[src/hw/rtl/rsmb_fifo.sv]
// Small register queue between the front decoder and the back executor.
// Self-contained; the entry width is set by the instantiating module.
`default_nettype none

module rsmb_fifo #(
    parameter int WIDTH = 8,
    parameter int DEPTH = 4
) (
    input  wire logic             clk,
    input  wire logic             rst_n,
    input  wire logic             push,
    output logic                  full,
    input  wire logic [WIDTH-1:0] din,
    input  wire logic             pop,
    output logic                  empty,
    output logic      [WIDTH-1:0] dout
);

    localparam int PTR_W = $clog2(DEPTH);
    localparam int CNT_W = $clog2(DEPTH + 1);

    logic [WIDTH-1:0] mem_reg [DEPTH];
    logic [PTR_W-1:0] wr_ptr_reg, wr_ptr_next;
    logic [PTR_W-1:0] rd_ptr_reg, rd_ptr_next;
    logic [CNT_W-1:0] cnt_reg, cnt_next;
    logic             push_ok, pop_ok;

    assign full    = (cnt_reg == CNT_W'(DEPTH));
    assign empty   = (cnt_reg == '0);
    assign push_ok = push && !full;
    assign pop_ok  = pop && !empty;
    assign dout    = mem_reg[rd_ptr_reg];

    always_comb
    begin
        wr_ptr_next = wr_ptr_reg;
        rd_ptr_next = rd_ptr_reg;
        cnt_next    = cnt_reg;
        if (push_ok)
        begin
            wr_ptr_next = (wr_ptr_reg == PTR_W'(DEPTH - 1)) ? '0 : wr_ptr_reg + 1'b1;
        end
        if (pop_ok)
        begin
            rd_ptr_next = (rd_ptr_reg == PTR_W'(DEPTH - 1)) ? '0 : rd_ptr_reg + 1'b1;
        end
        if (push_ok && !pop_ok)
        begin
            cnt_next = cnt_reg + 1'b1;
        end
        else if (pop_ok && !push_ok)
        begin
            cnt_next = cnt_reg - 1'b1;
        end
    end

    always_ff @(posedge clk or negedge rst_n)
    begin
        if (!rst_n)
        begin
            wr_ptr_reg <= '0;
            rd_ptr_reg <= '0;
            cnt_reg    <= '0;
        end
        else
        begin
            wr_ptr_reg <= wr_ptr_next;
            rd_ptr_reg <= rd_ptr_next;
            cnt_reg    <= cnt_next;
        end
    end

    always_ff @(posedge clk)
    begin
        if (push_ok)
        begin
            mem_reg[wr_ptr_reg] <= din;
        end
    end

endmodule

`default_nettype wire

[config.mk]
export PLATFORM = sky130hd
export DESIGN_NAME = rsmb_fifo
export DESIGN_NICKNAME = d
export VERILOG_FILES = /design/src/hw/rtl/rsmb_fifo.sv
export SDC_FILE = /design/constraint.sdc
export NUM_CORES = 1
export LEC_CHECK = 0
export ABC_AREA = 0
export BUFFER_PORTS_ARGS = -buffer_cell sky130_fd_sc_hd__clkbuf_2
export CELL_PAD_IN_SITES_DETAIL_PLACEMENT = 0
export CELL_PAD_IN_SITES_GLOBAL_PLACEMENT = 1
export CORE_ASPECT_RATIO = 0.75
export CORE_MARGIN = 4
export CORE_UTILIZATION = 50
export CTS_BUF_LIST = sky130_fd_sc_hd__clkbuf_4 sky130_fd_sc_hd__clkbuf_8
export CTS_CLUSTER_DIAMETER = 150
export CTS_CLUSTER_SIZE = 20
export DETAILED_ROUTE_END_ITERATION = 12
export GPL_ROUTABILITY_DRIVEN = 0
export PLACE_DENSITY = 0.82
export SETUP_SLACK_MARGIN = 0.1
export SLEW_MARGIN = 15
export SYNTH_ARGS = -nofsm -noshare
export SYNTH_HDL_FRONTEND = slang
export SYNTH_SLANG_ARGS = --single-unit
export TNS_END_PERCENT = 50
[constraint.sdc]
create_clock -name clk -period 2.8 [get_ports clk]
set_clock_uncertainty 0.15 [all_clocks]
set_input_delay 0.28 -clock clk [delete_from_list [all_inputs] [get_ports clk]]
set_output_delay 0.28 -clock clk [all_outputs]
set_load 0.05 [all_outputs]
Word level (Yosys, flattened, before mapping)
Memories as Yosys holds them, arrays and structs flattened.
Cells that the tools add are included.
{ "classes": {"n_eq_ne": 3, "n_mux": 6, "reduce_logical": 10, "addsub": 4} }
{ "ops": {"columns": ["cell", "n"], "rows": [
  ["$mux W3", 2],
  ["$add A2 B1 Y2 const B", 2],
  ["$eq A2 B2 Y1 const B", 2],
  ["$logic_and A1 B1 Y1", 4],
  ["$logic_not A1 Y1", 4],
  ["$mux W2", 2],
  ["$add A3 B1 Y3 const B", 1],
  ["$eq A3 B3 Y1 const B", 1],
  ["$logic_not A3 Y1", 1],
  ["$sub A3 B1 Y3 const B", 1],
  ["$mux W1", 2],
  ["$reduce_bool A2 Y1", 1]
]} }
{ "word_totals": {"n_memories": 1, "output_inout_bits": 10, "reg_bits": 7, "mem_bits_rw": 32} }
{ "memory_table": {"columns": ["name", "depth", "word_bits", "read_ports", "rd_ports_with_merged_regs", "write_ports", "line", "text"], "rows": [
  ["mem_reg", 4, 8, 1, 0, 1, "22", "logic [WIDTH-1:0] mem_reg [DEPTH];"]
]} }

Logic depth before layout (Yosys ltp)
{ "depth": {"word_depth": 7, "mapped_depth": 9, "mapped_depth_nobuf": 8} }

Least setup slack after synthesis
OpenSTA, ideal clock, no wires.
{ "synth_timing": {"path_type": "register to register", "from": "reg cnt_reg[0]", "to": "reg cnt_reg[2]", "synth_period_minus_slack_ns": 3.141, "setup_slack_ns": -0.341, "path_stages_with_launch": 9, "required_ns": 2.571, "t_arrival_ns": 2.912, "cell_sequence": "dfrtp_1 > nor3_1 > nand2b_4 > ha_1 > inv_1 > fa_1 > xor2_1 > nor2_1 > xor2_1"} }
{ "synth_via": {"elab_chain_len": 6, "word_cells_on_any_way": 15} }
{ "synth_rtl": {"columns": ["item", "line", "text"], "rows": [
  ["start, declared", "25", "logic [CNT_W-1:0] cnt_reg, cnt_next;"],
  ["start signal, assigned", "69", "cnt_reg <= cnt_next;"],
  ["$logic_not A3 Y1 (*)", "29", "assign empty = (cnt_reg == '0);"],
  ["net empty", "15", "output logic empty,"],
  ["$logic_not A1 Y1 (*)", "31", "assign pop_ok = pop && !empty;"],
  ["$logic_and A1 B1 Y1 (*)", "31", null],
  ["$logic_not A1 Y1", "47", "if (push_ok && !pop_ok)"],
  ["$logic_and A1 B1 Y1", "47", null],
  ["$mux W3 or $reduce_bool A2 Y1 (tied branches)", null, null]
]} }
Mark *: on every way through the listed nets, which the timed path passes. The rest lies on a longest branch. The select of a mux whose other input is x is not followed.
A chain may end at the register's enable or synchronous reset.

Final worst setup path
{ "layout_timing": {"from": "reg rd_ptr_reg[0]", "to": "out dout[2]"} }
{ "layout_via": {"elab_chain_len": 1} }
{ "layout_rtl": {"columns": ["item", "line", "text"], "rows": [
  ["start, declared", "24", "logic [PTR_W-1:0] rd_ptr_reg, rd_ptr_next;"],
  ["start signal, assigned", "68", "rd_ptr_reg <= rd_ptr_next;"],
  ["$mem_v2 Z4 W8", null, null],
  ["end, declared", "16", "output logic [WIDTH-1:0] dout"]
]} }
Every way passes these cells.

==> results by group <==
Setup path
  – CP startpoint kind: flop
  – Max FO, Critical Path: 11
  – Critical Path RT: 2.37 ns
  – Worst setup path category: flop to output port
  – CP arrival: about 1.9 ns
  – Buf+Inv Stages, Crit Path: 1
  – Setup crit end kind: output port
  – Slowest cell on crit path: dfrtp_1
  – Crit-path cells: mux4_2 -> clkbuf_2
  – Crit path max-delay family: flip-flops
  – Slowest Stage Delay on Critical Path: between 0.7 and 0.8 ns

Layout
  – Max FFs per register: 32
  – Area Growth Syn to Fin: 16.1%
  – N_diodes: 0
  – Share of cells above drive strength 1: between 40 and 50%
  – Finished Layout Cells: 144
  – Final nets: about 120

STA
  – Fin. max-slew vios: 0
  – Final setup violation count: 0
  – Final hold slack: 0.0565 ns
  – Unrepaired setup endpoints after global routing: no
  – Final hold violation count: 0
  – Crit share post-route: 81.7%
  – Fmax: 0.437 GHz
  – Max-Slew Margin vs Limit: roughly 61%
  – Setup TNS: 0 ns
  – Worst-Margin Slew: between 0.5 and 0.6 ns
  – Final Critical Period: 2.29 ns

Clocking
  – Cts bufs inserted: 5
  – Setup Buffers After CTS: 0
  – Root Driver: clkbuf_8
  – Clock buffer depth: 2
  – CTS H-Tree Depth: 2
  – Worst-Skew Late Latency: 0.29 ns
  – Post-cts resize count: 0
  – Hold buffers post-CTS: 1
  – Reg clk slew, reported paths: approximately 0.080 ns
  – TritonCTS clock tree: built
  – Clk sinks: 39

Pwr
  – Peak VDD IR: 743 uV
  – Pwr/cell area: 1200 nW/um^2
  – Power, Total: roughly 2300 uW
  – Leakage power: roughly 0.00072 uW

GRT
  – Vias in the first global route: 887
  – Global route overflow: 0
  – Pin count of the biggest net entering global routing: 14
  – Initial antenna violation count: 0
  – GRT Total Usage: 14.4%
  – First-pass GRT wire length: roughly 4300 um

Status
  – Status: finished, final reports clean

Drt
  – DRT antenna net count: 0
  – Final WL: 2580 um
  – # DRC: 0
  – Via-to-Cell Ratio: approximately 5.4
  – Per-cell routed wire length: about 18 um
  – Vias post-DR: 781
  – Drt first pass iters: 4
  – Detailed router's first-iteration violation count: between 90 and 100

Hold path
  – HP Class: primary input to flop

Place
  – Port buffer count: 21
  – Cells after DPL: between 100 and 150

Logic synthesis
  – Flops & latches, synth: 39
  – Syn Inst Count: 79
  – Unique masters post-synth: 19
  – Synth Cell Area: 1620 um^2
  – Synthesized Nets: ~100
  – Syn Area/Cell: between 20 and 25 um^2
  – YS warnings: 0
  – Register area share after synthesis: a little over two thirds

Die
  – Die W: 73.7 um
  – Die extent in y: 57.3 um
  – Core Footprint: between 3000 and 4000 um^2
  – DIE AREA: 4220 um^2
  – Row cnt: 17
  – # IOs: 22
  – Initial Utilization: about 54%

Flow run
  – Max_cap viols: 0
[stage by stage]
step	setup slack, ns	area (um^2)	util, %
after floorplan	0.168	1630	-
after global placement	0.702	1760	58.2
after detailed placement	0.529	1760	58.2
after CTS	0.459	1880	62.3
after global routing	0.382	1880	62.3
final	0.512	1880	62.3
[worst paths after layout]
| path | startpoint | end | slack (ns) | depth (start not counted) |
|---|---|---|---|---|
| setup / recovery | rd_ptr_reg[0] | dout[2] | 0.51 | 2 |
| hold / removal | din[5] | mem_reg[2][5] | 0.06 | 1 |
| setup reg to reg | cnt_reg[2] | cnt_reg[2] | 0.54 | 8 |
| hold reg to reg | cnt_reg[2] | cnt_reg[2] | 0.40 | 1 |
| max in group asynchronous | rst_n | cnt_reg[0] | 2.10 | 2 |
| min in group asynchronous | rst_n | rd_ptr_reg[0] | 0.23 | 2 |
[layout by cell type (no fill, tap or decap), drive strengths merged]
master	Yosys	final
ha	6	6
dfrtp	7	7
nor3b	1	1
fa	1	1
bufinv	0	1
mux4	8	8
nor3	1	1
nor2	3	3
and2	4	4
nor2b	1	1
xor2	2	2
clkinv	0	2
dlygate4sd3	0	1
xnor2	1	1
mux2	5	5
edfxtp	32	32
clkbuf	0	26
nand2b	1	1
inv	3	3
[worst reg2reg max path, delay by kind of cell (launching register included)]
family | cells | cell delay (ns)
xor gates and xnor gates | 2 | 0.34
DFF | 1 | 0.42
adders and majority gates | 2 | 0.63
buffers and inverters | 1 | 0.06
and+or+nand+nor | 3 | 0.57
[logic make-up after synthesis]
logic type	synth area share, %
flip-flops	70.1
multiplexers	15.1
AND/OR/NAND/NOR	5.41
adder cells (fa/ha/maj)	5.87
buffers and inverters	1.93
XOR/XNOR	1.62
[synth_stat cells]
master    number  area, um^2
mux2_4         2        30.0
mux2_2         3        33.8
xor2_1         2        17.5
mux4_2         8         180
nand2b_4       1        13.8
xnor2_1        1        8.76
edfxtp_1      32         961
nor2b_2        1        8.76
buf_2          1        5.00
nor3_1         1        5.00
ha_1           6        75.1
nor2_1         3        11.3
and2_2         4        30.0
nor3b_4        1        18.8
fa_1           1        20.0
buf_1          1        3.75
buf_6          1        11.3
dfrtp_1        7         175
inv_1          3        11.3
[layout make-up]
cell class	instances	area (um^2)
fillers	219	1140
inverters	3	11.3
multi-input cells	34	458
repair buffers	22	115
well taps	38	47.5
clock inverters	3	43.8
flip-flops and latches	39	1140
clock buffers	5	68.8
[report_power, final]
group	internal, uW	switching (uW)	leakage (uW)	total (uW)
Sequential	785	146	0.000375	932
Combinational	337	535	0.000286	873
Clock	265	191	0.0000581	456
Total	1390	873	0.000720	2260
[layer usage]
metal | vias up | share of wire, % | global-route usage, %
met1 | 412 | 44 | 17.6
met3 | 2 | 5.6 | 7.04
met2 | 15 | 50 | 23.0
met5 | - | 0 | 0
met4 | 0 | 0.43 | 3.88
li1 | 352 | - | -
No activity file was read; power rests on OpenSTA's default activity.
