## src/hw/rtl/rsmb_pkg.sv

```systemverilog
// Shared types and constants for the mirrored run-length sprite blitter.
// Used by rsmb_front, rsmb_back, the top level and the testbench; depends on nothing.
`default_nettype none

package rsmb_pkg;

    localparam int ADDR_BITS_DEFAULT   = 24;
    localparam int QUEUE_DEPTH_DEFAULT = 4;
    localparam int PALETTE_DEPTH       = 256;
    localparam int COLOR_W             = 16;
    localparam int CFG_IDX_W           = 3;
    localparam int CFG_DATA_W          = 16;
    localparam int OUT_ADDR_W          = 24;

    localparam logic [CFG_IDX_W-1:0] REG_ROW_STRIDE = 3'd0;
    localparam logic [CFG_IDX_W-1:0] REG_DEST_X     = 3'd1;
    localparam logic [CFG_IDX_W-1:0] REG_DEST_Y     = 3'd2;
    localparam logic [CFG_IDX_W-1:0] REG_EFFECT_MIN = 3'd3;
    localparam logic [CFG_IDX_W-1:0] REG_RUN_CODE   = 3'd4;

    localparam logic [7:0] EFFECT_MIN_RESET = 8'd224;
    localparam logic [7:0] RUN_CODE_RESET   = 8'd248;

    localparam logic [1:0] KIND_COLOR  = 2'd0;
    localparam logic [1:0] KIND_EFFECT = 2'd1;
    localparam logic [1:0] KIND_DONE   = 2'd2;

    typedef enum logic [2:0] {
        CMD_PAL    = 3'd0,
        CMD_PIXEL  = 3'd1,
        CMD_EFFECT = 3'd2,
        CMD_RUN    = 3'd3,
        CMD_SKIP   = 3'd4
    } cmd_t;

    typedef struct packed {
        cmd_t        kind;
        logic [7:0]  data_byte;
        logic [7:0]  pal_index;
        logic [15:0] pal_color;
    } entry_t;

    typedef struct packed {
        logic [15:0] stride;
        logic [15:0] dest_x;
        logic [15:0] dest_y;
        logic [7:0]  effect_min;
        logic [7:0]  run_code;
    } cfg_t;

endpackage

`default_nettype wire

```

## src/hw/rtl/rsmb_front.sv

```systemverilog
// Front end: configuration registers and classification of incoming items.
// Depends on rsmb_pkg for the entry, configuration and command types.
`default_nettype none

module rsmb_front
    import rsmb_pkg::*;
(
    input  wire logic                  clk,
    input  wire logic                  rst_n,
    input  wire logic                  cfg_valid,
    output logic                       cfg_ready,
    input  wire logic [CFG_IDX_W-1:0]  cfg_index,
    input  wire logic [CFG_DATA_W-1:0] cfg_data,
    input  wire logic                  operation,
    input  wire logic [7:0]            stream_byte,
    input  wire logic [7:0]            palette_index,
    input  wire logic [15:0]           palette_color,
    output entry_t                     entry,
    output cfg_t                       cfg
);

    cfg_t cfg_reg, cfg_next;

    assign cfg_ready = 1'b1;
    assign cfg       = cfg_reg;

    always_comb
    begin
        cfg_next = cfg_reg;
        if (cfg_valid)
        begin
            case (cfg_index)
                REG_ROW_STRIDE: cfg_next.stride     = cfg_data;
                REG_DEST_X:     cfg_next.dest_x     = cfg_data;
                REG_DEST_Y:     cfg_next.dest_y     = cfg_data;
                REG_EFFECT_MIN: cfg_next.effect_min = cfg_data[7:0];
                REG_RUN_CODE:   cfg_next.run_code   = cfg_data[7:0];
                default:        cfg_next            = cfg_reg;
            endcase
        end
    end

    always_ff @(posedge clk or negedge rst_n)
    begin
        if (!rst_n)
        begin
            cfg_reg.stride     <= '0;
            cfg_reg.dest_x     <= '0;
            cfg_reg.dest_y     <= '0;
            cfg_reg.effect_min <= EFFECT_MIN_RESET;
            cfg_reg.run_code   <= RUN_CODE_RESET;
        end
        else
        begin
            cfg_reg <= cfg_next;
        end
    end

    // Code classes are tested in order: pixel, effect, run marker, skip.
    always_comb
    begin
        entry.data_byte = stream_byte;
        entry.pal_index = palette_index;
        entry.pal_color = palette_color;
        if (operation)
        begin
            entry.kind = CMD_PAL;
        end
        else if (stream_byte < cfg_reg.effect_min)
        begin
            entry.kind = CMD_PIXEL;
        end
        else if (stream_byte < cfg_reg.run_code)
        begin
            entry.kind = CMD_EFFECT;
        end
        else if (stream_byte == cfg_reg.run_code)
        begin
            entry.kind = CMD_RUN;
        end
        else
        begin
            entry.kind = CMD_SKIP;
        end
    end

endmodule

`default_nettype wire

```

## config.mk

```make
export PLATFORM = sky130hd
export DESIGN_NAME = rsmb_front
export DESIGN_NICKNAME = d
export VERILOG_FILES = /design/src/hw/rtl/rsmb_pkg.sv /design/src/hw/rtl/rsmb_front.sv
export SDC_FILE = /design/constraint.sdc
export NUM_CORES = 1
export LEC_CHECK = 0
export BUFFER_PORTS_ARGS = -buffer_cell sky130_fd_sc_hd__buf_2
export CAP_MARGIN = 15
export CORE_MARGIN = 4
export CORE_UTILIZATION = 40
export DETAILED_ROUTE_END_ITERATION = 10
export PLACE_DENSITY = 0.71
export SLEW_MARGIN = 10
export SYNTH_ARGS = -nofsm -noshare
export SYNTH_HDL_FRONTEND = slang
export SYNTH_SLANG_ARGS = --single-unit
```

## constraint.sdc

```tcl
create_clock -name clk -period 2.6 [get_ports clk]
set_input_delay 0.78 -clock clk [delete_from_list [all_inputs] [get_ports clk]]
set_output_delay 0.78 -clock clk [all_outputs]
set_load 0.005 [all_outputs]
```

## After elaboration in Yosys (flattened, before gate mapping)

Cells that the tools add are included.

| storage, ports and cells | value |
|---|---|
| register bits after elaboration | 64 |
| input bits | 55 |
| output and inout bits | 100 |
| word-level logic and storage cells | 22 |

| operators by class | value |
|---|---|
| $lt $le $gt $ge | 2 |
| equality and inequality tests | 5 |
| multiplexer cells | 4 |
| reductions and logical operators | 6 |

Operators by type and width:

| cell | count |
|---|---|
| $lt 8x8->1 | 2 |
| $mux 3 | 4 |
| $reduce_and 2->1 | 5 |
| $eq 8x8->1 | 1 |
| $eq 3x2->1 const B | 2 |
| $eq 3x1->1 const B | 1 |
| $eq 3x3->1 const B | 1 |
| $logic_not 3->1 | 1 |

## Longest topological paths before layout

Gate-level depths: netlist of run 1.

| depth | value |
|---|---|
| depth in word-level cells | 5 |
| depth in mapped cells | 6 |
| depth with buffers taken out | 6 |

## Least setup slack after synthesis of run 1

No wires, ideal clock.

| path | value |
|---|---|
| path kind | input to output |
| from | in stream_byte[1] |
| to | out entry[33] in the netlist's numbering |
| data arrival time | 1.787 ns |
| data required time | 1.820 ns |
| path slack | 0.033 ns |
| cell stages on the path | 4 |
| buffers on the path | 0 |
| cells stage by stage | ha_1 > a2111oi_2 > o32a_1 > and3b_1 |

RTL lines:

| what | line | text |
|---|---|---|
| start, declared | rsmb_front.sv:15 | `input wire logic [7:0] stream_byte,` |
| end, declared | rsmb_front.sv:18 | `output entry_t entry,` |

==> results.yml, run 1 <==
floorplanning:
  row_count: 31
  die_h_microns: 96.36
  die_area_sq_um: 9285
  start_util_pct: 42.16
  core_area_sq_um: 7408
  fp.dieW_microns: 96.36
  io_pins: 155
synthesis:
  synth_area_leader_cell: "dfrtp_1"
  syn_avg_cell_area_sq_um: 12.80
  synth_nets: 314
  ys_ff_latch: 64
  synth_top_area_share_pct: 44.87
  synth_cell_types: 31
  syn_inst: 244
  synth.area.top_cells: "dfrtp_1 (45%), mux2_2 (21%), buf_4 (7.9%)"
  ys_seq_area_share_pct: 51.60
  syn_area_sq_um: 3123
  ys_warn_count: 0
worst_setup_path:
  crit_arrival_ns: 2.07
  crit_start: "stream_byte[2]"
  cp-start-kind: "primary input"
  endpoint_kind: "output port"
  worst_ep_required_time_ns: 1.82
  critPathMaxStageDelay_ns: 0.31
  critical-path-top-delay-family: "simple AND/OR/NAND/NOR gates"
  criticalPathCategory: "in2out"
  cpMaxStageDelayCell: "o21ai_0"
  rr_endpoint: "cfg[6]"
  r2r-start: "cfg[6]"
  critical_path.cell_chain: "buf_8 > buf_4 > ha_4 > nand4_1 > o21ai_0 > and3b_1 > buf_2"
  path_buf_inv: 3
  reg2regPathDepth: 3
  worst-path-max-fanout: 3
  r2r_slack_ns: 1.66
sta:
  rsz0062_at_grt: "yes"
  clock.fmax_mhz: 351.4
  min_period_over_period_pct: 109.5
  drv_slew: 0
  fin_crit_ns: 2.846
  hold_viol: 0
  setup_ws_ns: -0.2457
  finalSetupViolations: 3
  final.setup.tns_ns: -0.5293
  finalClockSkew_ns: 0
pwr:
  p_per_area_nw_per_um2: 741.5
  vdd_ir_drop_max_mv: 0.4447
  p_leak_nw: 1.880
clock_tree:
  cts_root_buf: "clkbuf_8"
  clkLatencyLatePin_ns: 0.33
  cts_sinks: 64
  cts_buffer_depth: 2
  cts_tree: "built"
  path_clk_slew_ns: 0.07
  numCtsBuffers: 9
  cts_max_level: 3
detailed_routing:
  drt_iter0_drc: 58
  drc: 0
  dr.pass1.iters: 4
  antenna_left: 0
  drt-total-wl_mm: 7.018
  wl_per_cell_microns: 15.99
  viasPerCell: 4.829
  num_vias: 2120
cells_and_area:
  largest_reg_flops: 64
  layout-drive-gt1-share_pct: 68.53
  n_antenna_cell: 0
  n_fill_cell: 677
  nets: 405
  seq_area_sq_um: 1612
  multi_input_area_sq_um: 1349
  design_area_sq_um: 3981
  stdcell_count: 439
  area_delta_synth_final_pct: 27.48
run:
  drv_cap: 0
placement:
  routabilityCongestion: 0.7727
  dpl-instance-area_sq_um: 3541
  port_buffers: 105
  placed_cells: 416
  hpwl_mm: 5.035
status:
  run_status: "complete, but fails checks"
  violations: "negative setup slack"
global_routing:
  use_met2_pct: 25.93
  met1_usage_pct: 18.25
  met3_usage_pct: 4.613
  top_usage_layer: "met2"
  grt_max_degree: 49
  grt_pass1_vias: 2174
  grt-ovfl-total: 0
  grt_pass1_wl_mm: 10.81
  grt_util_all_layers_pct: 15.64
  antenna_found_initial: 0
hold_path:
  hold_class: "in2async"
[layout by cell type, fill, tap and decap left out, types with 2 or more instances in the layout]
cell type	count
a21oi_1	3
a21oi_2	2
buf_2	102
buf_4	13
buf_8	2
clkbuf_8	9
clkinv_2	3
clkinvlp_4	2
dfrtp_1	56
dfstp_2	8
ha_1	4
ha_4	11
inv_1	8
inv_2	7
mux2_2	57
nand2_1	12
nand4_1	3
nor2_2	2
nor3_2	3
o21a_1	2
o21ai_0	9
o21ai_2	2
[metal layers]
metal  up-vias  part of all wire, %
met5         -                    0
met4         0                  1.8
met3        15                  7.3
met2        82                   50
met1      1030                   41
li1        993                    -
[area by class of cell]
type,instances,area share [%]
clock inverters,7,1.194
clock buffers,9,3.111
repair buffers,119,16.81
multi-input cells,126,33.88
well taps,99,3.111
inverters,15,1.414
flip-flops and latches,64,40.48
[Yosys cell counts]
library cell and count:
buf_2 2, o31ai_1 2, o32a_1 1, nor2b_1 2, buf_6 3, nor2_2 2
o21ai_0 11, a21o_1 1, clkbuf_2 1, nor3b_4 1, dfrtp_1 56, buf_4 33
nand2_1 12, o211a_1 1, dfstp_2 8, o21a_1 2, nor3_1 2, mux2_2 57
and3b_1 1, ha_1 15, conb_1 1, inv_1 15, nand3_1 1, a21oi_1 5
nor2b_4 1, a2111oi_2 1, o21bai_1 1, nand2b_1 1, nor3_2 1, nor2_1 1
nand4_1 3
[logic make-up after synthesis]
family	synth area share [%]
compound gates	5.128
mux	20.55
buf+inv	11.30
flops	51.60
other cells	0.1201
fa+ha+maj	6.010
simple gates	5.288
[timing repair]
action                                  4_1_cts  5_1_grt
resized for setup                            24       14
pin swaps                                    11        6
endpoints found under the setup margin        3        3
hold buffers                                  0        0
buffers inserted                              4        3
[worst max path at each step]
stage | end | slack (ns) | cells after the start
floorplan | entry[33] | 0.03 | 4
global placement | entry[33] | -0.25 | 6
detailed placement | entry[33] | -0.26 | 6
CTS | entry[33] | -0.18 | 7
global route | entry[33] | -0.35 | 7
finish | entry[33] | -0.25 | 7
[report_power, final]
part | leakage (nW) | switching (mW) | internal [mW]
clock | 0.0854 | 0.382 | 0.345
sequential | 0.756 | 0.120 | 1.23
combinational | 1.04 | 0.384 | 0.488
total | 1.88 | 0.886 | 2.07
[per-stage QoR]
stage | hold slack [ns] | power (mW) | worst slack, ns | utilization, %
2_1_floorplan | 0.4844 | 1.766 | 0.03309 | -
3_3_place_gp | 0.4844 | 2.092 | -0.2519 | 47.80
3_5_place_dp | 0.4902 | 2.119 | -0.2633 | 47.80
4_1_cts | 0.3638 | 2.946 | -0.1830 | 52.51
5_1_grt | 0.3761 | 3.172 | -0.3474 | 53.74
6_report | 0.3744 | 2.952 | -0.2457 | 53.74
Power figures use the tool's default switching activity.
==> inputs of run 2 (changes only) <==
--- a/config.mk
+++ b/config.mk
@@ -11,6 +11,7 @@
 export CORE_UTILIZATION = 40
 export DETAILED_ROUTE_END_ITERATION = 10
 export PLACE_DENSITY = 0.71
+export SKIP_CTS_REPAIR_TIMING = 1
 export SLEW_MARGIN = 10
 export SYNTH_ARGS = -nofsm -noshare
 export SYNTH_HDL_FRONTEND = slang
==> results.yml, run 2 (synthesized netlist as in run 1, its figures left out) <==
clock_tree:
  cts_root_buf: "clkbuf_8"
  cts_max_level: 3
  cts_tree: "built"
  cts_sinks: 64
  clkLatencyLatePin_ns: 0.33
  cts_buffer_depth: 2
  numCtsBuffers: 9
  path_clk_slew_ns: 0.07
cells_and_area:
  mostFrequentLayoutCell: "buf_2"
  fin_util_pct: 52.76
  layout-drive-gt1-share_pct: 66.27
  nets: 400
  area_delta_synth_final_pct: 25.16
  layout_common_cells: "buf_2 (102), mux2_2 (57), dfrtp_1 (56), inv_1 (12), nand2_1 (12)"
  stdcell_count: 434
  largest_reg_flops: 64
  n_antenna_cell: 0
  n_fill_cell: 680
sta:
  hold_slack_ns: 0.3725
  clock.fmax_mhz: 353.5
  fin_crit_ns: 2.829
  drv_slew: 0
  finalSetupViolations: 3
  hold_viol: 0
  finalClockSkew_ns: 0
  min_period_over_period_pct: 108.8
  final.setup.tns_ns: -0.4650
  setup_ws_ns: -0.2287
  rsz0062_at_grt: "yes"
worst_setup_path:
  path_buf_inv: 2
  critPathMaxStageDelay_ns: 0.37
  critical_path.cell_chain: "buf_6 > ha_4 > a2111oi_4 > o32a_1 > and3b_1 > buf_2"
  r2r_slack_ns: 1.77
  endpoint_kind: "output port"
  cp.depth: 6
  r2r-start: "cfg[7]"
  cpMaxStageDelayCell: "a2111oi_4"
  crit_arrival_ns: 2.05
  critical-path-top-delay-family: "compound AO/OA/AOI/OAI gates"
  rr_endpoint: "cfg[7]"
  reg2regPathDepth: 2
  worst_ep_required_time_ns: 1.82
  criticalPathCategory: "in2out"
  cp-start-kind: "primary input"
  worst-path-max-fanout: 3
floorplanning:
  fp.dieW_microns: 96.36
  row_count: 31
  start_util_pct: 42.16
  core_area_sq_um: 7408
  die_h_microns: 96.36
  die_area_sq_um: 9285
  io_pins: 155
detailed_routing:
  viasPerCell: 4.880
  drc: 0
  antenna_left: 0
  dr_wl_met2_mm: 3.442
  dr.pass1.iters: 4
  dr_wl_met3_microns: 570
  routed.top_layer: "met4"
  wl_per_cell_microns: 15.85
  num_vias: 2118
  drt_iter0_drc: 48
  drt-total-wl_mm: 6.881
  drt-met1-wl_mm: 2.740
placement:
  hpwl_mm: 5.035
  placed_cells: 416
  port_buffers: 105
  routabilityCongestion: 0.7727
global_routing:
  grt_pass1_vias: 2125
  grt_pass1_wl_mm: 10.46
  grt_max_degree: 49
  grt_util_all_layers_pct: 15.11
  grt-ovfl-total: 0
  antenna_found_initial: 0
hold_path:
  hold_class: "in2async"
pwr:
  vdd_ir_drop_max_mv: 0.4411
  p_per_area_nw_per_um2: 746.9
  p_leak_nw: 1.849
status:
  violations: "negative setup slack"
  run_status: "complete, but fails checks"
run:
  drv_cap: 0
run 2: changes by cell type in the layout (fill, tap and decap cells not counted), moves of 2 or more:
cell     previous run  this run
ha_1                4         6
buf_6               1         3
a21oi_1             3         1
a21oi_2             2         4
inv_1               8        12
ha_4               11         9
buf_8               2         0
inv_2               7         3
buf_4              13         8
run 2: how the worst max path moves through the flow:
stage | from | endpoint
after floorplan | stream_byte[1] | entry[33]
after global placement | stream_byte[1] | entry[33]
after detailed placement | stream_byte[1] | entry[33]
after CTS | stream_byte[1] | entry[33]
after global routing | stream_byte[1] | entry[33]
final | stream_byte[1] | entry[33]
run 2: cell type report:
cell class	instances	area, sq um	area share [%]
tap	99	123.9	3.169
sequential	64	1612	41.23
clock buffer	9	123.9	3.169
clock inverter	7	47.55	1.216
multi-input combinational	126	1321	33.80
inverter	15	56.30	1.440
timing repair buffer	114	624.3	15.97
run 2: stage by stage:
| stage | area (sq um) | setup slack, ns | power (mW) |
|---|---|---|---|
| 6_report | 3909 | -0.2287 | 2.920 |
| 5_1_grt | 3909 | -0.2864 | 3.136 |
| 4_1_cts | 3712 | -0.2648 | 2.863 |
| 3_5_place_dp | 3541 | -0.2633 | 2.119 |
| 3_3_place_gp | 3541 | -0.2519 | 2.092 |
| 2_1_floorplan | 3123 | 0.03309 | 1.766 |
run 2: metal layers:
metal / vias to the layer above / GRT usage (%)
li1: 989 / -
met1: 1025 / 17.61
met2: 89 / 24.84
met3: 15 / 5.004
met4: 0 / 7.593
met5: - / 0
run 2: power breakdown:
group          leakage, nW  switching (mW)  internal, mW
logic                 1.01           0.378         0.467
clock network       0.0854           0.381         0.345
registers            0.756           0.116          1.23
