<file path="config.mk">
export PLATFORM = sky130hd
export DESIGN_NAME = rsmb_back
export DESIGN_NICKNAME = d
export VERILOG_FILES = /design/src/hw/rtl/rsmb_pkg.sv /design/src/hw/rtl/rsmb_ram.sv /design/src/hw/rtl/rsmb_back.sv
export SDC_FILE = /design/constraint.sdc
export NUM_CORES = 2
export LEC_CHECK = 0
export BUFFER_PORTS_ARGS = -buffer_cell sky130_fd_sc_hd__buf_2
export CORE_ASPECT_RATIO = 0.9
export CORE_MARGIN = 2
export CORE_UTILIZATION = 35
export DETAILED_ROUTE_END_ITERATION = 10
export GPL_TIMING_DRIVEN = 0
export PLACE_DENSITY = 0.53
export SLEW_MARGIN = 20
export SYNTH_ARGS = -nofsm -noshare
export SYNTH_HDL_FRONTEND = slang
export SYNTH_SLANG_ARGS = --single-unit
export TNS_END_PERCENT = 50
</file>
<file path="constraint.sdc">
create_clock -name clk -period 9.49 [get_ports clk]
set_input_delay 0.4745 -clock clk [delete_from_list [all_inputs] [get_ports clk]]
set_output_delay 0.4745 -clock clk [all_outputs]
set_load 0.005 [all_outputs]
</file>
<file path="src/hw/rtl/rsmb_pkg.sv">
// Shared types and constants for the mirrored run-length sprite blitter.
// Used by rsmb_front, rsmb_back, the top level and the testbench; depends on nothing.
`default_nettype none

package rsmb_pkg;

    localparam int ADDR_BITS_DEFAULT   = 24;
    localparam int QUEUE_DEPTH_DEFAULT = 4;
    localparam int PALETTE_DEPTH       = 256;
    localparam int COLOR_W             = 16;
    localparam int CFG_IDX_W           = 3;
    localparam int CFG_DATA_W          = 16;
    localparam int OUT_ADDR_W          = 24;

    localparam logic [CFG_IDX_W-1:0] REG_ROW_STRIDE = 3'd0;
    localparam logic [CFG_IDX_W-1:0] REG_DEST_X     = 3'd1;
    localparam logic [CFG_IDX_W-1:0] REG_DEST_Y     = 3'd2;
    localparam logic [CFG_IDX_W-1:0] REG_EFFECT_MIN = 3'd3;
    localparam logic [CFG_IDX_W-1:0] REG_RUN_CODE   = 3'd4;

    localparam logic [7:0] EFFECT_MIN_RESET = 8'd224;
    localparam logic [7:0] RUN_CODE_RESET   = 8'd248;

    localparam logic [1:0] KIND_COLOR  = 2'd0;
    localparam logic [1:0] KIND_EFFECT = 2'd1;
    localparam logic [1:0] KIND_DONE   = 2'd2;

    typedef enum logic [2:0] {
        CMD_PAL    = 3'd0,
        CMD_PIXEL  = 3'd1,
        CMD_EFFECT = 3'd2,
        CMD_RUN    = 3'd3,
        CMD_SKIP   = 3'd4
    } cmd_t;

    typedef struct packed {
        cmd_t        kind;
        logic [7:0]  data_byte;
        logic [7:0]  pal_index;
        logic [15:0] pal_color;
    } entry_t;

    typedef struct packed {
        logic [15:0] stride;
        logic [15:0] dest_x;
        logic [15:0] dest_y;
        logic [7:0]  effect_min;
        logic [7:0]  run_code;
    } cfg_t;

endpackage

`default_nettype wire

</file>
<file path="src/hw/rtl/rsmb_ram.sv">
// Generic single-write, single-read RAM with a registered read port.
// Self-contained; used for the palette store.
`default_nettype none

module rsmb_ram #(
    parameter int WIDTH = 16,
    parameter int DEPTH = 256
) (
    input  wire logic                     clk,
    input  wire logic                     we,
    input  wire logic [$clog2(DEPTH)-1:0] waddr,
    input  wire logic [WIDTH-1:0]         wdata,
    input  wire logic [$clog2(DEPTH)-1:0] raddr,
    output logic      [WIDTH-1:0]         rdata
);

    logic [WIDTH-1:0] mem_reg [DEPTH];

    always_ff @(posedge clk)
    begin
        if (we)
        begin
            mem_reg[waddr] <= wdata;
        end
        rdata <= mem_reg[raddr];
    end

endmodule

`default_nettype wire

</file>
<file path="src/hw/rtl/rsmb_back.sv">
// Back end: header parsing, position tracking, skips, palette lookup and result slot.
// Depends on rsmb_pkg and instantiates rsmb_ram for the palette.
`default_nettype none

module rsmb_back
    import rsmb_pkg::*;
#(
    parameter int ADDR_BITS = ADDR_BITS_DEFAULT
) (
    input  wire logic                  clk,
    input  wire logic                  rst_n,
    input  wire cfg_t                  cfg,
    input  wire logic                  q_empty,
    input  wire entry_t                q_data,
    output logic                       q_pop,
    input  wire logic                  pop,
    output logic                       empty,
    output logic [1:0]                 pixel_kind,
    output logic [OUT_ADDR_W-1:0]      pixel_address,
    output logic [COLOR_W-1:0]         pixel_color,
    output logic [7:0]                 effect_code,
    output logic                       image_done
);

    localparam logic [2:0] HDR_LEN = 3'd4;

    typedef enum logic [3:0] {
        S_IDLE = 4'b0001,
        S_BASE = 4'b0010,
        S_SKIP = 4'b0100,
        S_PIX  = 4'b1000
    } state_t;

    state_t                 state_reg, state_next;
    logic [2:0]             hdr_cnt_reg, hdr_cnt_next;
    logic [15:0]            width_reg, width_next;
    logic [15:0]            height_reg, height_next;
    logic [15:0]            row_reg, row_next;
    logic [15:0]            col_reg, col_next;
    logic [ADDR_BITS-1:0]   base_reg, base_next;
    logic                   await_reg, await_next;
    logic [8:0]             skip_reg, skip_next;
    logic [31:0]            prod_reg, prod_next;
    logic [15:0]            dx_reg, dx_next;

    logic                   out_valid_reg, out_valid_next;
    logic [1:0]             out_kind_reg, out_kind_next;
    logic [OUT_ADDR_W-1:0]  out_addr_reg, out_addr_next;
    logic [COLOR_W-1:0]     out_color_reg, out_color_next;
    logic [7:0]             out_eff_reg, out_eff_next;
    logic                   out_done_reg, out_done_next;

    logic                   ram_we;
    logic [COLOR_W-1:0]     ram_rdata;
    logic [7:0]             b;
    logic [16:0]            adv_row;
    logic                   row_end;
    logic                   adv_fin;
    logic [ADDR_BITS-1:0]   pix_sum;
    logic [31:0]            pix_wide;
    logic [16:0]            skip_rem;

    rsmb_ram #(
        .WIDTH (COLOR_W),
        .DEPTH (PALETTE_DEPTH)
    ) u_palette (
        .clk   (clk),
        .we    (ram_we),
        .waddr (q_data.pal_index),
        .wdata (q_data.pal_color),
        .raddr (q_data.data_byte),
        .rdata (ram_rdata)
    );

    assign b        = q_data.data_byte;
    assign adv_row  = {1'b0, row_reg} + 17'd1;
    assign row_end  = (adv_row >= {1'b0, height_reg});
    assign adv_fin  = (col_reg == '0) && row_end;
    assign pix_sum  = base_reg + ADDR_BITS'(col_reg);
    assign pix_wide = 32'(pix_sum);
    assign skip_rem = {8'd0, skip_reg} - ({1'b0, col_reg} + 17'd1);

    assign empty         = !out_valid_reg;
    assign pixel_kind    = out_kind_reg;
    assign pixel_address = out_addr_reg;
    assign pixel_color   = out_color_reg;
    assign effect_code   = out_eff_reg;
    assign image_done    = out_done_reg;

    always_comb
    begin
        state_next     = state_reg;
        hdr_cnt_next   = hdr_cnt_reg;
        width_next     = width_reg;
        height_next    = height_reg;
        row_next       = row_reg;
        col_next       = col_reg;
        base_next      = base_reg;
        await_next     = await_reg;
        skip_next      = skip_reg;
        prod_next      = prod_reg;
        dx_next        = dx_reg;
        out_valid_next = out_valid_reg && !pop;
        out_kind_next  = out_kind_reg;
        out_addr_next  = out_addr_reg;
        out_color_next = out_color_reg;
        out_eff_next   = out_eff_reg;
        out_done_next  = out_done_reg;
        q_pop          = 1'b0;
        ram_we         = 1'b0;

        case (state_reg)
            S_IDLE:
            begin
                // A command is taken only while the result slot is empty, so any
                // result it causes later always finds the slot free.
                if (!q_empty && !out_valid_reg)
                begin
                    q_pop = 1'b1;
                    if (q_data.kind == CMD_PAL)
                    begin
                        ram_we = 1'b1;
                    end
                    else if (hdr_cnt_reg != HDR_LEN)
                    begin
                        hdr_cnt_next = hdr_cnt_reg + 3'd1;
                        case (hdr_cnt_reg[1:0])
                            2'd0:    width_next        = {8'd0, b};
                            2'd1:    width_next[15:8]  = b;
                            2'd2:    height_next       = {8'd0, b};
                            default: height_next[15:8] = b;
                        endcase
                        if (hdr_cnt_reg[1:0] == 2'd3)
                        begin
                            await_next = 1'b0;
                            skip_next  = '0;
                            if (width_reg == '0 || {b, height_reg[7:0]} == '0)
                            begin
                                hdr_cnt_next   = '0;
                                out_valid_next = 1'b1;
                                out_kind_next  = KIND_DONE;
                                out_addr_next  = '0;
                                out_color_next = '0;
                                out_eff_next   = '0;
                                out_done_next  = 1'b1;
                            end
                            else
                            begin
                                row_next   = '0;
                                col_next   = width_reg - 16'd1;
                                prod_next  = {16'd0, cfg.dest_y} * {16'd0, cfg.stride};
                                dx_next    = cfg.dest_x;
                                state_next = S_BASE;
                            end
                        end
                    end
                    else if (await_reg)
                    begin
                        await_next = 1'b0;
                        skip_next  = {1'b0, b};
                        if (b != '0)
                        begin
                            state_next = S_SKIP;
                        end
                    end
                    else
                    begin
                        case (q_data.kind)
                            CMD_PIXEL, CMD_EFFECT:
                            begin
                                out_kind_next = (q_data.kind == CMD_PIXEL) ? KIND_COLOR
                                                                           : KIND_EFFECT;
                                out_addr_next  = pix_wide[OUT_ADDR_W-1:0];
                                out_color_next = '0;
                                out_eff_next   = (q_data.kind == CMD_PIXEL) ? 8'd0 : b;
                                out_done_next  = adv_fin;
                                if (q_data.kind == CMD_PIXEL)
                                begin
                                    state_next = S_PIX;
                                end
                                else
                                begin
                                    out_valid_next = 1'b1;
                                end
                                if (col_reg != '0)
                                begin
                                    col_next = col_reg - 16'd1;
                                end
                                else if (row_end)
                                begin
                                    hdr_cnt_next = '0;
                                    await_next   = 1'b0;
                                end
                                else
                                begin
                                    row_next  = adv_row[15:0];
                                    col_next  = width_reg - 16'd1;
                                    base_next = base_reg + ADDR_BITS'(cfg.stride);
                                end
                            end
                            CMD_RUN:
                            begin
                                await_next = 1'b1;
                            end
                            default:
                            begin
                                skip_next  = 9'd256 - {1'b0, b};
                                state_next = S_SKIP;
                            end
                        endcase
                    end
                end
            end
            S_BASE:
            begin
                base_next  = ADDR_BITS'(prod_reg + {16'd0, dx_reg});
                state_next = S_IDLE;
            end
            S_SKIP:
            begin
                // Skips inside the current row finish at once; otherwise each row crossed
                // is stepped over in turn in this state.
                if ({7'd0, skip_reg} <= col_reg)
                begin
                    col_next   = col_reg - {7'd0, skip_reg};
                    skip_next  = '0;
                    state_next = S_IDLE;
                end
                else if (row_end)
                begin
                    hdr_cnt_next   = '0;
                    await_next     = 1'b0;
                    skip_next      = '0;
                    out_valid_next = 1'b1;
                    out_kind_next  = KIND_DONE;
                    out_addr_next  = '0;
                    out_color_next = '0;
                    out_eff_next   = '0;
                    out_done_next  = 1'b1;
                    state_next     = S_IDLE;
                end
                else
                begin
                    row_next  = adv_row[15:0];
                    col_next  = width_reg - 16'd1;
                    base_next = base_reg + ADDR_BITS'(cfg.stride);
                    skip_next = skip_rem[8:0];
                    if (skip_rem == '0)
                    begin
                        state_next = S_IDLE;
                    end
                end
            end
            S_PIX:
            begin
                out_color_next = ram_rdata;
                out_valid_next = 1'b1;
                state_next     = S_IDLE;
            end
            default:
            begin
                state_next = S_IDLE;
            end
        endcase
    end

    always_ff @(posedge clk or negedge rst_n)
    begin
        if (!rst_n)
        begin
            state_reg     <= S_IDLE;
            hdr_cnt_reg   <= '0;
            width_reg     <= '0;
            height_reg    <= '0;
            row_reg       <= '0;
            col_reg       <= '0;
            base_reg      <= '0;
            await_reg     <= 1'b0;
            skip_reg      <= '0;
            out_valid_reg <= 1'b0;
        end
        else
        begin
            state_reg     <= state_next;
            hdr_cnt_reg   <= hdr_cnt_next;
            width_reg     <= width_next;
            height_reg    <= height_next;
            row_reg       <= row_next;
            col_reg       <= col_next;
            base_reg      <= base_next;
            await_reg     <= await_next;
            skip_reg      <= skip_next;
            out_valid_reg <= out_valid_next;
        end
    end

    always_ff @(posedge clk)
    begin
        prod_reg      <= prod_next;
        dx_reg        <= dx_next;
        out_kind_reg  <= out_kind_next;
        out_addr_reg  <= out_addr_next;
        out_color_reg <= out_color_next;
        out_eff_reg   <= out_eff_next;
        out_done_reg  <= out_done_next;
    end

endmodule

`default_nettype wire

</file>
======== Word-level counts from Yosys, hierarchy flattened ========
Memories as Yosys holds them, arrays and structs flattened. A register that Yosys moved wholly into a read port is not among the register bits.
Cells that the tools add are included.
storage, ports and cells
  RAM bits ................................ 4096
  memories ................................ 1
  input bits .............................. 103
  output and inout bits ................... 53
  ROM bits ................................ 0
  register bits after elaboration ......... 197
  latch bits .............................. 0
memory list
  name               depth  width  rd ports  clocked after memory_dff  wr ports  RTL line        RTL
  u_palette.mem_reg  256    16     1         1                         1         rsmb_ram.sv:17  logic [WIDTH-1:0] mem_reg [DEPTH];
cells by class
  shift-type cells ........................ 0
  $lt $le $gt $ge ......................... 2
  add/subtract/negate cells ............... 11
  muxes and demuxes ....................... 145
  div/mod/pow operators ................... 0
  reduce and logical (&&, ||, !) cells .... 36
  bitwise logic cells ..................... 3
  multiply operators ...................... 1
  eq/ne operators ......................... 30
operator list
  operator                                                              number
  16-bit two-way mux                                                    29
  24-bit two-way mux                                                    17
  8-bit two-way mux                                                     10
  24-bit by 16-bit adder with 24-bit output                             3
  9-bit two-way mux                                                     8
  24-bit case mux with 3 select lines                                   1
  16-bit case mux with 2 select lines                                   2
  16-bit logical NOT                                                    3
  16-bit case mux with 3 select lines                                   1
  24-bit case mux with 2 select lines                                   1
  8-bit case mux with 2 select lines                                    3
  4-bit two-way mux                                                     11
  1-bit two-way mux                                                     35
  16-bit by 1-bit adder with 17-bit output, second input constant       2
  16-bit by 1-bit subtractor with 16-bit output, second input constant  2
  3-bit two-way mux                                                     10
  9-bit AND reduction                                                   3
  5-bit AND reduction                                                   5
  16-bit by 16-bit multiplier with 24-bit output                        1
  2-bit two-way mux                                                     9
  3-bit inequality test, second input constant                          6
  9-bit case mux with 2 select lines                                    1
  17-bit by 16-bit greater-or-equal comparator with 1-bit output        1
  17-bit logical NOT                                                    1
  38 further kinds                                                      63

======== Logic depth before layout (Yosys ltp) ========
  depth in word-level cells ............... 10
  depth in mapped cells ................... 23
  mapped depth without buffers ............ 21

======== Modules after synthesis ========
From an unflattened synthesis, not the netlist that was laid out.
second synthesis, totals
  cell total of the unflattened synthesis .. 9604
  area, all modules ....................... 178952.9 um^2
modules (own cells, without submodules)
  module     area an instance (um^2)  times used  cells an instance
  rsmb_ram   158721.0                 1           7360
  rsmb_back  20231.9                  1           2244

======== Worst setup path after synthesis ========
Ideal clock, no wire load.
  path kind ............................... reg-to-reg
  start point ............................. register row_reg[2]
  end point ............................... register out_eff_reg[0], in the netlist effect_code[0], enable pin
  path buffers ............................ 2
  setup slack ............................. 2.555 ns
  arrival ................................. 6.420 ns
  stages on the path, launching flop included .. 17
  data required time ...................... 8.975 ns
  cells stage by stage .................... dfrtp_1 -> and3_1 -> clkbuf_1 -> nand4_1 -> nor2_1 -> and3_1 -> and3_1 -> xor2_1 -> ha_1 -> nand2_1 -> a31o_2 -> a21oi_1 -> o21ai_1 -> nand2_1 -> clkbuf_1 -> nor2_1 -> nor4_1
between the ends
  cells in the longest elaborated chain, start to end .. 4
ends and longest elaborated chain
  element                                                         RTL line          RTL
  start: declaration                                              rsmb_back.sv:38   logic [15:0] row_reg, row_next;
  start signal: assignment                                        rsmb_back.sv:288  row_reg <= row_next;
  16-bit by 1-bit adder with 17-bit output                        rsmb_back.sv:76   assign adv_row = {1'b0, row_reg} + 17'd1;
  17-bit by 16-bit greater-or-equal comparator with 1-bit output  rsmb_back.sv:77   assign row_end = (adv_row >= {1'b0, height_reg});
  2-bit inequality test (no line)                                 --
  9-bit AND reduction (no line)                                   --
  end signal: assignment                                          rsmb_back.sv:304  out_eff_reg <= out_eff_next;
  end: declaration                                                rsmb_back.sv:50   logic [7:0] out_eff_reg, out_eff_next;
No other way between the ends.
A chain may end at the register's enable or synchronous reset.

======== Final worst setup path ========
  start point ............................. input port cfg[49] in the netlist's numbering
  end point ............................... register prod_reg[23], data pin
between the ends
  cells in the longest elaborated chain, start to end .. 1
ends and longest elaborated chain
  element                                         RTL line          RTL
  start: declaration                              rsmb_back.sv:12   input wire cfg_t cfg,
  16-bit by 16-bit multiplier with 24-bit output  rsmb_back.sv:151  prod_next = {16'd0, cfg.dest_y} * {16'd0, cfg.stride};
  end signal: assignment                          rsmb_back.sv:299  prod_reg <= prod_next;
  end: declaration                                rsmb_back.sv:43   logic [31:0] prod_reg, prod_next;
No other way between the ends.

==> results by group <==
Critical path
  • WP depth: 19
  • R2r startpoint: row_reg[0]$_DFFE_PN0P_
  • Critical path buffer and inverter count: 5
  • Worst setup EP type: register
  • Peak fanout along the critical path: 10
  • CP Data Arrival Time: 6860 ps
  • Cell Chain, Critical Path: buf_2 > clkbuf_1 > nand2_1 > fa_1 > fa_1 > fa_1 > fa_1 > inv_1 > fa_1 > inv_1 > fa_1 > inv_1 > ha_1 > a2111oi_0 > o21a_1 > o211ai_1 > a31o_2 > a21oi_1 > xnor2_1
  • Crit path launch: cfg[49]
  • R2r worst-path depth: 21
  • Flop-to-flop setup slack: 3450 ps
  • Worst Path Required: about 10000 ps
  • Worst path most repeated cell: fa_1
  • Worst setup path end: prod_reg[23]$_DFFE_PP_
  • Crit start category: input port
  • Worst reg2reg endpoint: pixel_address[22]$_SDFFCE_PP0P_
  • Critical path's slowest cell: a2111oi_0
  • Largest delay contributor family on the critical path: adder cells
  • CP max stage delay: 740 ps
  • Critical path type: in -> reg

Route
  • Met1 Wirelength: 254000 um
  • Via count: between 90000 and 100k
  • Met2 wire length: around 290000 um
  • Routed WL per cell: between 30 and 40 um
  • Highest metal used: met5
  • DRT iter0 DRCs: 16869
  • Drt pass-1 iters: 8
  • Avg Vias per Cell: 5.93
  • DRC violations left: 0
  • Routed Antenna Nets: 0
  • DRT Wirelength: ~650000 um
  • Metal3 WL: 73000 um

STA
  • Crit path time final: a little over 6000 ps
  • Clock skew: 119 ps
  • Fin crit share: 64.5%
  • Hold Vio Cnt, Final: 0
  • Final setup TNS: 0 ps
  • Tightest Pin Transition: around 1300 ps
  • Fmax: 0.163 GHz
  • Setup Viol. Count Final: 0
  • Fin Hold WS: 35.8 ps
  • Max_slew headroom: 13.1%
  • RSZ-0062 raised after global routing: no
  • Slew Limit Fails: 0

Job
  • Max Cap Viol: 0

Global routing
  • Vias in the first global route: 94964
  • Total track usage: 24.8%
  • Largest net degree at the start of global routing: roughly 150
  • Initial antenna violation count: 59
  • Grt ovf: 0
  • First-pass GRT wire length: 859000 um

Clock network
  • Post_cts resized: 0
  • Clock Sinks: 4309
  • Deepest clock path buffer count: 4
  • Clk root buf: clkbuf_16
  • Clock Latency Late Sink: roughly 1100 ps
  • CTS Buf Count: 423
  • Clock slew at reported path FFs: 60 ps
  • # H-tree levels: 5
  • CTS tree: done

Placement
  • Post-Place Cells: 15822
  • RePlAce Congestion: 0.916
  • Detailed placer's ending HPWL: ~450000 um
  • # port buffers: roughly 130

Synthesis
  • Seq cells post-synth: between 4000 and 5000
  • Post-Syn Instances: 8625
  • Post-synth EDFFs: 4187
  • Synthesized Nets: 9059
  • Post-synthesis cell area: 177000 sq um
  • Predominant post-synthesis flop cell: edfxtp_1
  • Synth cell types: 86
  • Async SR Flop Fraction: between 2 and 2.5%
  • Avg Inst Size Synth: just over 20 sq um
  • Sequential area share after synthesis: between 70 and 80%
  • Synth warnings: 0

Cells and area
  • Final std cells w/o fill: 16676
  • # nets final: 9973
  • Max FFs per register: 4096
  • FILL cells: 43878
  • Share of post-route cells with drive strength above 1: 29.7%
  • P&R area growth vs syn: 18.6%

Pwr
  • VDD IR max: between 200 and 300 uV
  • Pwr Total: 47.3 mW
  • Pleak: 67.5 nW
  • PwrDens: 225 nW/um^2

Floorplan
  • CORE AREA: 506000 sq um
  • # IOs: 156
  • DIE HEIGHT: just under 700 um
  • # rows: 248
  • Die Area: approximately 500000 sq um
  • Die width: 754 um
  • Initial Utilization: 35.1%

Min path
  • Hold Crit Class: in -> reg
  • Hold path start: q_data[9]

Run status
  • Status: completed
## per-layer routing
layer | vias up | GRT usage [%]
met4 | 12 | 11.0
met2 | 6406 | 37.0
met3 | 1149 | 6.76
met1 | 54038 | 34.0
met5 | - | 0.178
li1 | 37256 | -
## cell families after synthesis
logic type	count (synthesis)	share of synthesized area, %
compound gates	603	2.23
xor+xnor	138	0.681
fa+ha+maj	331	3.06
buf+inv	730	1.75
flops	4309	72.5
mux	1401	16.8
simple gates	1113	2.95
## through the flow
step / util [%] / area, sq um / setup WS, ps
2_1_floorplan: - / 177000 / 2560
3_3_place_gp: 36.9 / 187000 / -3490
3_5_place_dp: 38.8 / 196000 / 2310
4_1_cts: 41.6 / 210000 / 3300
5_1_grt: 41.6 / 210000 / 3030
6_report: 41.6 / 210000 / 3370
## cell usage after synthesis, types with 33 or more instances
| master | n | area share [%] |
|---|---|---|
| buf_2 | 108 | 0.30 |
| o22ai_1 | 44 | 0.16 |
| nand3_1 | 48 | 0.14 |
| and2_1 | 151 | 0.53 |
| buf_1 | 48 | 0.10 |
| clkbuf_1 | 254 | 0.54 |
| nor3_1 | 45 | 0.13 |
| a21oi_1 | 161 | 0.45 |
| inv_1 | 274 | 0.58 |
| mux2i_1 | 134 | 0.76 |
| fa_1 | 172 | 1.9 |
| a21o_1 | 33 | 0.14 |
| ha_1 | 159 | 1.1 |
| xor2_1 | 63 | 0.31 |
| o221ai_1 | 46 | 0.23 |
| nor2_1 | 447 | 0.95 |
| edfxtp_1 | 4187 | 71 |
| xnor2_1 | 75 | 0.37 |
| dfrtp_1 | 105 | 1.5 |
| o21ai_0 | 105 | 0.30 |
| mux4_2 | 1256 | 16 |
| a211oi_1 | 43 | 0.18 |
| nand2_1 | 250 | 0.53 |
## power breakdown
group | switching [mW] | internal, mW
clock | 7.51 | 9.26
sequential | 0.331 | 21.4
combinational | 5.52 | 3.27
total | 13.4 | 33.9
## worst register-to-register path, delay by kind of cell (launching register included)
| kind | cells | cell delay, ps |
|---|---|---|
| flip-flops | 1 | 440 |
| AO/OA/AOI/OAI | 3 | 720 |
| buffers and inverters | 7 | 1990 |
| adder cells (fa/ha/maj) | 1 | 360 |
| AND/OR/NAND/NOR | 9 | 2150 |
| XOR/XNOR | 1 | 90 |
## cells in the final DEF (no fill, tap or decap), drive strengths merged, types with 63 or more instances in the layout
| cell | Yosys | layout |
|---|---|---|
| a21oi | 161 | 161 |
| and2 | 152 | 152 |
| buf | 200 | 651 |
| clkbuf | 254 | 770 |
| clkinv | 0 | 212 |
| dfrtp | 105 | 105 |
| edfxtp | 4187 | 4187 |
| fa | 172 | 172 |
| ha | 159 | 159 |
| inv | 276 | 286 |
| mux2i | 134 | 134 |
| mux4 | 1256 | 1256 |
| nand2 | 250 | 250 |
| nor2 | 448 | 448 |
| o21ai | 112 | 112 |
| xnor2 | 75 | 75 |
| xor2 | 63 | 63 |
## how the worst min path moves through the flow
stage	endpoint	slack, ps	cells past startpoint
floorplan	async pin	180	0
global placement	height_reg[14]$_DFFE_PN0P_	470	2
detailed placement	base_reg[2]$_DFFE_PN0P_	400	1
CTS	base_reg[13]$_DFFE_PN0P_	20	3
global route	base_reg[0]$_DFFE_PN0P_	40	3
finish	u_palette.mem_reg[47][9]$_DFFE_PP_	40	2
## area by class of cell
type / count / area [sq um] / area share, %
sequential: 4309 / 129000 / 61.2
multi-input combinational: 3586 / 47600 / 22.6
clock buffer: 514 / 11100 / 5.27
timing repair buffer: 489 / 8640 / 4.11
tap: 6750 / 8450 / 4.01
clock inverter: 268 / 2480 / 1.18
buffer: 454 / 2300 / 1.09
inverter: 276 / 1040 / 0.493
antenna: 30 / 75.1 / 0.0357
## repair_timing
item                      in CTS  in global routing
hold endpoints to repair     837                  0
hold buffers                  37                  0
setup buffers                  0                  0
Note: power is estimated with default switching activity, not from simulation.
